$ cat config.mk
export PLATFORM = sky130hd
export DESIGN_NAME = lru_et_front
export DESIGN_NICKNAME = d
export VERILOG_FILES = /design/src/rtl/lru_et_pkg.sv /design/src/rtl/lru_et_front.sv
export SDC_FILE = /design/constraint.sdc
export NUM_CORES = 1
export LEC_CHECK = 0
export BUFFER_PORTS_ARGS = -buffer_cell sky130_fd_sc_hd__buf_4
export CAP_MARGIN = 10
export CORE_MARGIN = 4
export CORE_UTILIZATION = 45
export CTS_BUF_LIST = sky130_fd_sc_hd__clkbuf_8
export DETAILED_ROUTE_END_ITERATION = 6
export GPL_TIMING_DRIVEN = 1
export PLACE_DENSITY = 0.72
export SETUP_SLACK_MARGIN = 0.5
export SLEW_MARGIN = 10
export SYNTH_ARGS = -nofsm -noshare
export SYNTH_HDL_FRONTEND = slang
export SYNTH_SLANG_ARGS = --single-unit
$ cat constraint.sdc
create_clock -name i_clk -period 2.7 [get_ports i_clk]
set_clock_uncertainty 0.1 [all_clocks]
set_input_delay 0.27 -clock i_clk [delete_from_list [all_inputs] [get_ports i_clk]]
set_output_delay 0.27 -clock i_clk [all_outputs]
set_load 0.03 [all_outputs]
$ cat src/rtl/lru_et_pkg.sv
// lru_et_pkg: shared constants, result type and helpers for the lru eviction tracker
// no dependencies; imported by the top, front and engine, and used by the fifo for its depth
`default_nettype none

package lru_et_pkg;

    localparam int unsigned ADDR_SPACE_DEF = 65536;
    localparam int unsigned CAP_MAX_DEF    = 1024;
    localparam int unsigned TIME_BITS_DEF  = 32;
    localparam int unsigned FIFO_DEPTH     = 2;
    localparam int unsigned ADDR_W         = 16;
    localparam int unsigned CFG_W          = 11;
    localparam logic [CFG_W-1:0] CAP_RESET = 11'd1024;

    typedef struct packed {
        logic        hit;
        logic        evicted;
        logic [15:0] evictee;
        logic [31:0] since_last_ref;
        logic [31:0] since_entered;
        logic [31:0] access_total;
        logic [31:0] miss_total;
        logic [31:0] fill_mark;
        logic [31:0] evict_total;
        logic [63:0] age_sum;
        logic [63:0] age_square_sum;
        logic        batch_last;
    } t_result;

    function automatic logic [63:0] f_sat_add64(input logic [63:0] a, input logic [63:0] b);
        logic [64:0] s;
        s = {1'b0, a} + {1'b0, b};
        return s[64] ? 64'hFFFF_FFFF_FFFF_FFFF : s[63:0];
    endfunction

endpackage

`default_nettype wire

$ cat src/rtl/lru_et_front.sv
// lru_et_front: takes one reference beat and reduces its address into the address space
// depends on lru_et_pkg; feeds the queue in front of lru_et_engine
`default_nettype none

module lru_et_front #(
    parameter int unsigned ADDR_SPACE = lru_et_pkg::ADDR_SPACE_DEF
) (
    input  wire logic                            i_clk,
    input  wire logic                            i_rst_n,
    input  wire logic                            i_take,
    input  wire logic [lru_et_pkg::ADDR_W-1:0]   i_addr,
    input  wire logic                            i_batch_end,
    output logic                                 o_busy,
    output logic                                 o_push,
    output logic [$clog2(ADDR_SPACE):0]          o_data,
    input  wire logic                            i_fifo_full
);
    import lru_et_pkg::*;

    localparam int unsigned     AW    = $clog2(ADDR_SPACE);
    localparam bit              PASS  = (ADDR_SPACE >= (1 << ADDR_W));
    localparam int unsigned     LG    = PASS ? ADDR_W : $clog2(ADDR_SPACE);
    localparam int unsigned     SH    = ADDR_W + LG;
    localparam longint unsigned RECIP =
        ((longint'(1) << SH) + longint'(ADDR_SPACE) - 1) / longint'(ADDR_SPACE);
    localparam logic [17:0]     MUL_K = 18'(RECIP);
    localparam logic [16:0]     DIV_K = 17'(ADDR_SPACE);

    logic              r_busy;
    logic              r_done;
    logic [1:0]        r_step;
    logic [ADDR_W-1:0] r_bits;
    logic [33:0]       r_prod;
    logic [32:0]       r_qd;
    logic [ADDR_W-1:0] r_rem;
    logic              r_batch;
    logic [ADDR_W-1:0] w_quot;

    // quotient by reciprocal multiplication, then the remainder
    assign w_quot = ADDR_W'(r_prod >> SH);

    always_ff @(posedge i_clk) begin
        if (!i_rst_n) begin
            r_busy <= 1'b0;
            r_done <= 1'b0;
            r_step <= '0;
        end else if (i_take && !r_busy) begin
            r_busy <= 1'b1;
            r_done <= 1'b0;
            r_step <= '0;
        end else if (r_busy && !r_done) begin
            r_step <= r_step + 1'b1;
            if (r_step == 2'd2) begin
                r_done <= 1'b1;
            end
        end else if (r_done && !i_fifo_full) begin
            r_busy <= 1'b0;
            r_done <= 1'b0;
        end
    end

    always_ff @(posedge i_clk) begin
        if (i_take && !r_busy) begin
            r_bits  <= i_addr;
            r_batch <= i_batch_end;
        end else if (r_busy && !r_done) begin
            case (r_step)
                2'd0: r_prod <= 34'(r_bits) * 34'(MUL_K);
                2'd1: r_qd   <= 33'(w_quot) * 33'(DIV_K);
                default: r_rem <= PASS ? r_bits : r_bits - r_qd[ADDR_W-1:0];
            endcase
        end
    end

    assign o_busy = r_busy;
    assign o_push = r_done && !i_fifo_full;
    assign o_data = {r_batch, AW'(r_rem)};

endmodule

`default_nettype wire

Word level (Yosys, flattened, before mapping) --
Index checks and enable logic that the tools add are counted.
Storage, ports and cells: word-level logic and storage cells 33, bits of input ports 21, register bits 37, output and inout bits 19
Operators by class: reductions and logical operators 14, muxes and demuxes 5, equal/unequal tests 4, bitwise gates (word level) 3, add/sub/neg operators 1
Operators with widths (number):
- 1-bit 2-to-1 mux | 5
- 2-bit != test, second input constant | 2
- 2-bit AND reduction | 2
- 2-bit nonzero test | 2
- 2-bit OR reduction | 2
- 1-bit logical AND | 3
- 1-bit logical NOT | 3
- 1-bit NOT | 3
- 3-bit AND reduction | 1
- 2-bit by 1-bit adder with 2-bit output, second input constant | 1
- 2-bit by 1-bit equality test with 1-bit output, second input constant | 1
- 2-bit equality test, second input constant | 1
- 2-bit logical NOT | 1

Depth between registers and ports, before layout --
word-level depth 5, depth in mapped cells 5, gate-level depth less buffers 5

Worst setup path after synthesis --
No wires, ideal clock.
kind reg2reg, start point reg r_busy, in the netlist o_busy, end point reg r_rem[0], enable pin, buffers on the path 0, arrival 1.892 ns, data required time 2.191 ns, period minus slack after synthesis 2.401 ns, cell stages (with the launch flop) 3, path slack 0.299 ns, library setup time 0.409 ns, path through dfxtp_1 nand2b_1 nor3_1
On the way: cells in the longest elaborated chain, start to end 4, elaborated cells on any way between the ends 5, classes of those cells bitwise (1); reduce/logical (4)
Ends and longest elaborated chain:
- start: declaration | line lru_et_front.sv:29 | logic r_busy;
- start signal: assignment | line lru_et_front.sv:44 | r_busy <= 1'b0;
- start signal: assignment | line lru_et_front.sv:48 | r_busy <= 1'b1;
- start signal: assignment | line lru_et_front.sv:57 | r_busy <= 1'b0;
- 1-bit logical NOT | line lru_et_front.sv:63 | if (i_take && !r_busy) begin
- 1-bit logical AND | line lru_et_front.sv:63
- 1-bit NOT (no source line)
- 3-bit AND reduction (no source line) (*)
- end signal: assignment | line lru_et_front.sv:70 | default: r_rem <= PASS ? r_bits : r_bits - r_qd[ADDR_W-1:0];
- end: declaration | line lru_et_front.sv:35 | logic [ADDR_W-1:0] r_rem;
Mark *: on every way between the ends. The rest lies on a longest branch, timed or not. A chain may end at the register's enable or synchronous reset.

Final worst setup path --
start point reg r_step[0], end point reg r_rem[9], enable pin
On the way: cells in the longest elaborated chain, start to end 4, elaborated cells on any way between the ends 5, classes of those cells eq/ne (1); bitwise (1); reduce/logical (3)
Ends and longest elaborated chain:
- start: declaration | line lru_et_front.sv:31 | logic [1:0] r_step;
- start signal: assignment | line lru_et_front.sv:52 | r_step <= r_step + 1'b1;
- 2-bit by 1-bit equality test with 1-bit output or 2-bit logical NOT (tied branches)
- 2-bit OR reduction (no source line) (*)
- 1-bit NOT (no source line) (*)
- 3-bit AND reduction (no source line) (*)
Marked as above.

==> run metrics <==
Synth area leader=edfxtp_1; Clk Latency, worst-skew pair=0.28 ns; Synth top cells by count=edfxtp_1, dfxtp_1, inv_1; share of the yosys chip area belonging to registers=0.8735; Die X=60.20 microns; Port Buffers=39; GPL Wtd Cong=0.7119; Syn Nets=86; static leakage=0.6428 nW; Final period util=0.5728; core box area=2545 sq um; drt wl/cell=14.69 microns; DIE AREA=3624 sq um; initial antenna violation count=0; ys async rst share=0; total gr overflow=0; CTS clk-pin slew, worst paths=0.07 ns; die height=60.20 microns; Critical Path End Type=flop; clock sink count=37; Initial Util=0.4818; DR DRC count=0; Final #Nets=133; Hold Buf Count CTS=0; Total GRT Usage=0.1346; endpoints failing hold=0; setup TNS=0 ns; maximum fanout along the worst path=16; final core utilization=0.6490; first-pass GRT wire length=3.201 mm; Worst Hold Slack=0.05823 ns; top-count cell post-synth=edfxtp_1; share of cells above drive strength 1=0.4455; Root Buffer=clkbuf_8; critical path class=flop to flop; post-synth top area share=0.8082; CTS tree=built; Layout Cells excl Fill=140; worst-margin pin slew=0.2788 ns; flop2flop setup slack=1.15 ns; ANT cells=0; Layout area overhead=34.69%; Max-cap violations=0; Finish-stage setup viols=0; Synth Instances=62; Avg Cell Area, Syn=19.78 sq um; via count=676; DR vias/cell=4.829; cts bufs inserted=5; fillers=191; Top FF cell, synth=edfxtp_1; DRT iter0 DRCs=6; Worst VDD drop=476.8 uV; H-tree depth=2; Power Dens Cells=657.2 nW/um^2; ANT nets after route=0; worst-case clock buffer depth=2; IO Count=40; WP data required=2.57 ns; largest net degree at the start of global routing=19; Post-CTS Setup Bufs=0; dpl hpwl=1.506 mm; Mapped Area=1226 sq um; Rows=18; status=finished clean; DP Cell Count=132; Max Slew Vio Count=0; synthesis-stage register bit count=37; final wirelength=2.056 mm; Synthesis Warnings=0; synth top area cells=edfxtp_1, dfxtp_1, ha_1; DRT Pass-1 Iters=4; Startpoint Class=flop; RSZ-0062 raised after global routing=no; Worst Path Arrival=1.42 ns; vias in the first global route=667; count of different cell masters after synthesis=17; PostCTS Resize Cnt=0; Tmin final=1.547 ns; Hold Crit Class=input pin to flop; fmax=646.6 MHz; worst rel slew slack=0.8138; Post-synth EDFFs=33
==> kinds of logic after synthesis <==
group                    synth area share
flip-flops                         0.8735
adder cells (fa/ha/maj)           0.03062
buffers and inverters             0.01837
AO/OA/AOI/OAI                     0.02959
XOR/XNOR                         0.007144
AND/OR/NAND/NOR                   0.04081
==> cells in the final DEF, fill, tap and decap left out, types with 2 or more instances in the layout <==
master / synthesis / routed
dfxtp_1: 4 / 4
clkbuf_8: 0 / 5
nor2b_1: 2 / 2
o22ai_1: 2 / 2
clkinv_2: 0 / 2
ha_1: 3 / 3
buf_4: 1 / 41
edfxtp_1: 33 / 33
inv_1: 4 / 5
a21oi_1: 2 / 2
nand2_1: 3 / 3
==> registers in the layout (all words and copies together), names as in the netlist <==
register  cells
r_bits       16
r_rem        16
r_step        2
o_busy        1
r_batch       1
r_done        1
==> stage by stage <==
step | cell area [sq um] | setup slack, ns | power [mW]
2_1_floorplan | 1231 | 0.7730 | 0.7066
3_3_place_gp | 1569 | 1.250 | 0.7467
3_5_place_dp | 1569 | 1.168 | 0.7516
4_1_cts | 1652 | 1.160 | 1.102
5_1_grt | 1652 | 1.100 | 1.144
6_report | 1652 | 1.153 | 1.085
==> area by class of cell <==
| class | count | area (sq um) | area share |
|---|---|---|---|
| clock buffers | 5 | 68.82 | 0.04167 |
| well taps | 30 | 37.54 | 0.02273 |
| inverters | 4 | 15.01 | 0.009091 |
| flip-flops and latches | 37 | 1071 | 0.6485 |
| repair buffers | 41 | 307.8 | 0.1864 |
| clock inverters | 3 | 13.76 | 0.008333 |
| multi-input cells | 20 | 137.6 | 0.08333 |
==> power breakdown <==
group | total (mW) | leakage (nW) | internal [mW] | switching, mW
registers | 0.661 | 0.340 | 0.651 | 0.00951
logic | 0.0765 | 0.254 | 0.0355 | 0.0410
clock network | 0.348 | 0.0491 | 0.174 | 0.173
==> worst max-delay path, stage by stage, from the launching register on <==
cell	delay, ns
dfxtp_1	0.39
inv_1	0.10
ha_1	0.21
nor3_2	0.17
buf_4	0.26
==> final timing paths <==
kind | from | endpoint | depth (start not counted)
max | r_step[0] | r_rem[9] | 4
min | i_addr[5] | r_bits[5] | 1
max reg2reg | r_step[0] | r_rem[9] | 4
min reg2reg | r_bits[9] | r_rem[9] | 0
==> metal layers <==
metal	global-route usage	routed length (microns)	up-vias	part of all wire
li1	-	-	321	-
met1	0.1541	777	317	0.38
met2	0.1975	997	32	0.48
met3	0.07559	228	6	0.11
met4	0.07595	52	0	0.025
met5	0	0	-	0
(Power assumes the default switching activity.)
