`src/rtl/lru_et_pkg.sv`:
```
// lru_et_pkg: shared constants, result type and helpers for the lru eviction tracker
// no dependencies; imported by the top, front and engine, and used by the fifo for its depth
`default_nettype none

package lru_et_pkg;

    localparam int unsigned ADDR_SPACE_DEF = 65536;
    localparam int unsigned CAP_MAX_DEF    = 1024;
    localparam int unsigned TIME_BITS_DEF  = 32;
    localparam int unsigned FIFO_DEPTH     = 2;
    localparam int unsigned ADDR_W         = 16;
    localparam int unsigned CFG_W          = 11;
    localparam logic [CFG_W-1:0] CAP_RESET = 11'd1024;

    typedef struct packed {
        logic        hit;
        logic        evicted;
        logic [15:0] evictee;
        logic [31:0] since_last_ref;
        logic [31:0] since_entered;
        logic [31:0] access_total;
        logic [31:0] miss_total;
        logic [31:0] fill_mark;
        logic [31:0] evict_total;
        logic [63:0] age_sum;
        logic [63:0] age_square_sum;
        logic        batch_last;
    } t_result;

    function automatic logic [63:0] f_sat_add64(input logic [63:0] a, input logic [63:0] b);
        logic [64:0] s;
        s = {1'b0, a} + {1'b0, b};
        return s[64] ? 64'hFFFF_FFFF_FFFF_FFFF : s[63:0];
    endfunction

endpackage

`default_nettype wire

```
`src/rtl/lru_et_fifo.sv`:
```
// lru_et_fifo: small register queue between the stages of the tracker
// depends on lru_et_pkg for the default depth
`default_nettype none

module lru_et_fifo #(
    parameter int unsigned W     = 1,
    parameter int unsigned DEPTH = lru_et_pkg::FIFO_DEPTH
) (
    input  wire logic         i_clk,
    input  wire logic         i_rst_n,
    input  wire logic         i_push,
    input  wire logic [W-1:0] i_data,
    output logic              o_full,
    input  wire logic         i_pop,
    output logic [W-1:0]      o_data,
    output logic              o_empty
);

    localparam int unsigned PW = (DEPTH > 1) ? $clog2(DEPTH) : 1;
    localparam int unsigned CW = $clog2(DEPTH + 1);

    logic [W-1:0]  r_mem [DEPTH];
    logic [PW-1:0] r_wp;
    logic [PW-1:0] r_rp;
    logic [CW-1:0] r_cnt;
    logic          w_do_push;
    logic          w_do_pop;

    assign o_full    = (r_cnt == CW'(DEPTH));
    assign o_empty   = (r_cnt == '0);
    assign w_do_push = i_push && !o_full;
    assign w_do_pop  = i_pop && !o_empty;
    assign o_data    = r_mem[r_rp];

    always_ff @(posedge i_clk) begin
        if (!i_rst_n) begin
            r_wp  <= '0;
            r_rp  <= '0;
            r_cnt <= '0;
        end else begin
            if (w_do_push) begin
                r_wp <= (r_wp == PW'(DEPTH - 1)) ? '0 : r_wp + 1'b1;
            end
            if (w_do_pop) begin
                r_rp <= (r_rp == PW'(DEPTH - 1)) ? '0 : r_rp + 1'b1;
            end
            if (w_do_push && !w_do_pop) begin
                r_cnt <= r_cnt + 1'b1;
            end else if (w_do_pop && !w_do_push) begin
                r_cnt <= r_cnt - 1'b1;
            end
        end
    end

    always_ff @(posedge i_clk) begin
        if (w_do_push) begin
            r_mem[r_wp] <= i_data;
        end
    end

endmodule

`default_nettype wire

```
`config.mk`:
```
export PLATFORM = sky130hd
export DESIGN_NAME = lru_et_fifo
export DESIGN_NICKNAME = d
export VERILOG_FILES = /design/src/rtl/lru_et_pkg.sv /design/src/rtl/lru_et_fifo.sv
export SDC_FILE = /design/constraint.sdc
export NUM_CORES = 1
export LEC_CHECK = 0
export BUFFER_PORTS_ARGS = -buffer_cell sky130_fd_sc_hd__buf_2
export CORE_AREA = 2 2 39 41
export CTS_CLUSTER_SIZE = 12
export DETAILED_ROUTE_END_ITERATION = 12
export DIE_AREA = 0 0 41 43
export GPL_TIMING_DRIVEN = 0
export PLACE_DENSITY = 0.41
export SYNTH_ARGS = -nofsm -noshare
export SYNTH_HDL_FRONTEND = slang
export SYNTH_SLANG_ARGS = --single-unit
```
`constraint.sdc`:
```
create_clock -name i_clk -period 1.6 [get_ports i_clk]
set_clock_uncertainty 0.05 [all_clocks]
set_input_delay 0.16 -clock i_clk [delete_from_list [all_inputs] [get_ports i_clk]]
set_output_delay 0.16 -clock i_clk [all_outputs]
set_load 0.01 [all_outputs]
```
# --- After elaboration in Yosys (flattened, before gate mapping) ---
# Memories as Yosys holds them, arrays and structs flattened. A register that Yosys moved wholly into a read port is not among the register bits.
# Cells that the tools add are included.
word_totals:
  out_inout_bits: 3
  rom_bits: 0
  mem_bits_rw: 2
  n_memories: 1
  latch_bits: 0
  ff_bits: 4
  wordCells: 27
classes:
  n_eq_ne: 1
  order_cmp: 0
  bitwise: 0
  multipliers: 0
  n_reduce_logical: 10
  mux: 8
  n_div: 0
  addsub: 4
  shift: 0
mem_list:
  columns: ["memory", "words", "word_bits", "rd", "rd_ports_with_merged_regs", "wr", "line", "rtl"]
  rows:
  - ["r_mem", 2, 1, 1, 1, 1, "lru_et_fifo.sv:22", "logic [W-1:0] r_mem [DEPTH];"]
ops:
  columns: ["op", "count"]
  rows:
  - ["two-way mux 1 bit", 6]
  - ["logical AND 1 bit", 4]
  - ["logical NOT 1 bit", 4]
  - ["two-way mux 2 bit", 2]
  - ["adder 1 bit, second input constant", 2]
  - ["adder 2 x 1 -> 2 bit, second input constant", 1]
  - ["equality test 2 bit, second input constant", 1]
  - ["logical NOT 2 bit", 1]
  - ["nonzero test 2 bit", 1]
  - ["subtractor 2 x 1 -> 2 bit, second input constant", 1]

# --- Longest topological paths before layout ---
logic_depth:
  ltp_word: 7
  mapped_depth: 7
  depth_no_buf: 7

# --- Worst setup path after synthesis ---
# No wires, ideal clock.
synth_path:
  kind: "flip-flop to flip-flop"
  start: "reg r_cnt[0]"
  end: "reg r_cnt[1]"
  arrival_ns: 1.401
  stages_incl_launch_ff: 7
  t_required_ns: 1.480
  setup_slack_ns: 0.079
  setup_ns: 0.070
  cell_sequence: "dfxtp_1 > nand2b_1 > inv_2 > nor2_1 > ha_1 > or3_1 > a21boi_1"
synth_via:
  elab_chain_cells: 6
  elab_cells_between_ends: 15
  cone_classes: "add/sub (2); eq/ne (1); mux (2); reduce/logical (10)"
synth_lines:
  columns: ["item", "line", "rtl"]
  rows:
  - ["from (decl)", "lru_et_fifo.sv:25", "logic [CW-1:0] r_cnt;"]
  - ["from (signal assigned)", "lru_et_fifo.sv:48", "r_cnt <= r_cnt + 1'b1;"]
  - ["from (signal assigned)", "lru_et_fifo.sv:50", "r_cnt <= r_cnt - 1'b1;"]
  - ["equality test 2 bit *", "lru_et_fifo.sv:29", "assign o_full = (r_cnt == CW'(DEPTH));"]
  - ["via o_full", "lru_et_fifo.sv:13", "output logic o_full,"]
  - ["logical NOT 1 bit *", "lru_et_fifo.sv:31", "assign w_do_push = i_push && !o_full;"]
  - ["logical AND 1 bit *", "lru_et_fifo.sv:31", null]
  - ["logical NOT 1 bit", "lru_et_fifo.sv:49", "end else if (w_do_pop && !w_do_push) begin"]
  - ["logical AND 1 bit", "lru_et_fifo.sv:49", null]
  - ["nonzero test 2 bit (no line)", null, null]
# Mark *: on every way through the listed nets, which the timed path passes. The rest lies on a longest branch. The select of a mux whose other input is x is not followed.
# A chain may end at the register's enable or synchronous reset.

# --- Worst setup path in the final report ---
layout_path:
  start: "reg r_cnt[0]"
  end: "reg r_cnt[1]"
layout_via:
  elab_chain_cells: 6
  elab_cells_between_ends: 15
  cone_classes: "add/sub (2); eq/ne (1); mux (2); reduce/logical (10)"
layout_lines:
  columns: ["item", "line"]
  rows:
  - ["equality test 2 bit or logical NOT 2 bit (tied branches)", "lru_et_fifo.sv:29, lru_et_fifo.sv:30"]
  - ["logical NOT 1 bit (on tied branches)", "lru_et_fifo.sv:31, lru_et_fifo.sv:32"]
  - ["logical AND 1 bit (on tied branches)", "lru_et_fifo.sv:31, lru_et_fifo.sv:32"]
  - ["logical NOT 1 bit (on tied branches)", "lru_et_fifo.sv:49, lru_et_fifo.sv:47"]
  - ["logical AND 1 bit (on tied branches)", "lru_et_fifo.sv:49, lru_et_fifo.sv:47"]
  - ["nonzero test 2 bit (no line) or two-way mux 2 bit (tied branches)", null]
# Parallel ways exist; a longest one is shown, timed or not. The select of a mux whose other input is x is not followed.

==> flow_summary.yaml <==
clocking:
  cts_buffers: 3
  numClockSinks: 7
  htree_levels: 1
  cts_tree: "built"
  cts_root_buffer: "clkbuf_4"
  cts_setup_buffers: 0
  clockBufferDepth: 2
  clk_latency_ns: 0.25
  clk_pin_slew_ns: 0.05
synthesis:
  synth_edf_count: 2
  synth_area_um2: 305.3
  synth_common_cells: "5 x dfxtp_1, 3 x and2_1, 2 x edfxtp_1, 2 x nor2_1, 2 x xnor2_1"
  yosysSeqAreaShare_pct: 52.46
  synth_cell_types: 19
  synth_top_area_cell: "dfxtp_1"
  synth.yosys.warnings: 0
  synth_nets: 34
  ys_ff_latch: 7
  syn_inst: 28
  async_flop_share_pct: 0
  synth.most_common_cell: "dfxtp_1"
  synth_top_area_share_pct: 32.79
  synth_area_per_cell_um2: 10.90
  ys_top_cells_by_area: "dfxtp_1 33%, edfxtp_1 20%, and2_1 6.1%"
  synth_ff_type: "dfxtp_1"
die:
  core_area_mm2: 0.001384
  die_y_um: 43
  placementRows: 14
  num_io_pins: 8
  die_width_um: 41
  start_util_pct: 22.06
  dieArea_mm2: 0.001763
cells_and_area:
  drive_gt1_share_pct: 46.15
  instances_no_fill: 55
  final_util_pct: 29.93
  fillers: 147
  fin_area_um2: 414.1
  n_antenna_cell: 0
  nNetsFinal: 46
  area_delta_synth_final_pct: 35.66
placed_design:
  gp_congestion: 0.6974
  hpwl_um: 442.2
  pre_cts_ws_ns: -0.06276
  dp_cells: 51
  dpl_cell_area_um2: 360.3
  port_buffers: 7
power:
  p_leak_nw: 0.1727
  p_sw_share_pct: 32.40
  p_sw_uw: 240.9
  p_comb_share_pct: 39.4
  clkPwrFrac_pct: 21.1
  p_seq_share_pct: 39.5
  p_int_uw: 502.7
  power_density_mw_per_mm2: 1796
  vdd_drop_max_mv: 0.4635
timing:
  hold_violations: 0
  fin_crit_sh_pct: 95.38
  period_needed_ns: 1.526
  slew_violations: 0
  fin_tns_setup_ns: 0
  tightest_slew_ns: 0.3492
  fmax_mhz: 655.3
  slew_headroom_pct: 76.57
  setup_viol: 0
  setup_ws_ns: 0.07395
flow_run:
  drv_cap: 0
global_routing:
  antenna_found_initial: 0
  grt_util_all_layers_pct: 7.855
  grt_pass1_vias: 209
  overflow: 0
  grt_pass1_wl_um: 814
  grt_max_degree: 6
routing:
  via_per_inst: 4.273
  drtAntennaViolNets: 0
  post_drt_wl_per_cell_um: 9.891
  drt-initial-drc-count: 1
  vias: 235
  drc: 0
  wirelength_um: 544
  drtPass1Iterations: 2
worst_setup_path:
  critPathMaxFanout: 5
  critPathArrivalTime_ns: 1.65
  path_class: "flip-flop to flip-flop"
  cp-end-kind: "flip-flop"
  required_ns: 1.72
  cp-start-kind: "flip-flop"
worst_hold_path:
  hold_class: "input port to flip-flop"
run_status:
  status: "finished clean"
## cell type report
type,count,area [um^2],area share [%]
timing repair buffer,7,35.03,8.459
clock buffer,4,26.28,6.344
inverter,2,7.507,1.813
sequential,7,165.2,39.88
multi-input combinational,19,160.2,38.67
tap,16,20.02,4.834
## worst max-delay path, stage by stage (launching register included)
cell	delay, ns
dfxtp_4	0.36
o21ai_1	0.30
ha_4	0.27
or3_1	0.34
a21boi_1	0.13
## power groups by stage
stage | registers (mW) | logic (mW) | clock network, mW
floorplan | 0.272 | 0.196 | 0
global placement | 0.278 | 0.250 | 0
detailed placement | 0.282 | 0.259 | 0
CTS | 0.288 | 0.273 | 0.168
global route | 0.301 | 0.320 | 0.179
finish | 0.294 | 0.293 | 0.157
## cells by family (layout without fill, tap and decap cells)
kind of cell	Yosys count	count (layout)	share of synthesized area, %
AOI/OAI and AO/OA	5	5	10.66
and+or+nand+nor	9	9	18.04
muxes	1	1	3.688
adders and majority gates	1	1	4.098
buffers and inverters	2	13	2.457
xor gates and xnor gates	3	3	8.608
DFF	7	7	52.46
## metrics by stage
step	power, mW	hold WS [ns]
2_1_floorplan	0.4675	0.2089
3_3_place_gp	0.5275	0.2993
3_5_place_dp	0.5417	0.3173
4_1_cts	0.7289	0.04705
5_1_grt	0.7997	0.04472
6_report	0.7436	0.05416
## layer usage
| layer | GRT usage (%) | wire (um) | up-vias |
|---|---|---|---|
| met5 | 0 | 0 | - |
| met1 | 6.818 | 193 | 115 |
| li1 | - | - | 117 |
| met3 | 3.141 | 24 | 0 |
| met4 | 10.00 | 0 | 0 |
| met2 | 11.25 | 326 | 3 |
## path summary, 6_finish.rpt
check | startpoint | endpoint | slack [ns] | depth (start not counted)
hold reg to reg | r_cnt[1] | r_cnt[1] | 0.47 | 2
setup reg to reg | r_cnt[0] | r_cnt[1] | 0.07 | 4
setup / recovery | r_cnt[0] | r_cnt[1] | 0.07 | 4
hold / removal | i_data | r_mem[0] | 0.05 | 1
## layout by cell type, fill, tap and decap left out, types with 2 or more instances in the layout
cell type  Yosys  final
edfxtp_1       2      2
dfxtp_1        5      3
and2_1         3      3
buf_2          0      7
xnor2_1        2      2
clkbuf_4       0      3
## timing repair
action | in CTS | in global routing
hold buffers | 0 | 0
resized for setup | 2 | 4
setup endpoints to repair | 1 | 1
Power figures use the tool's default switching activity.
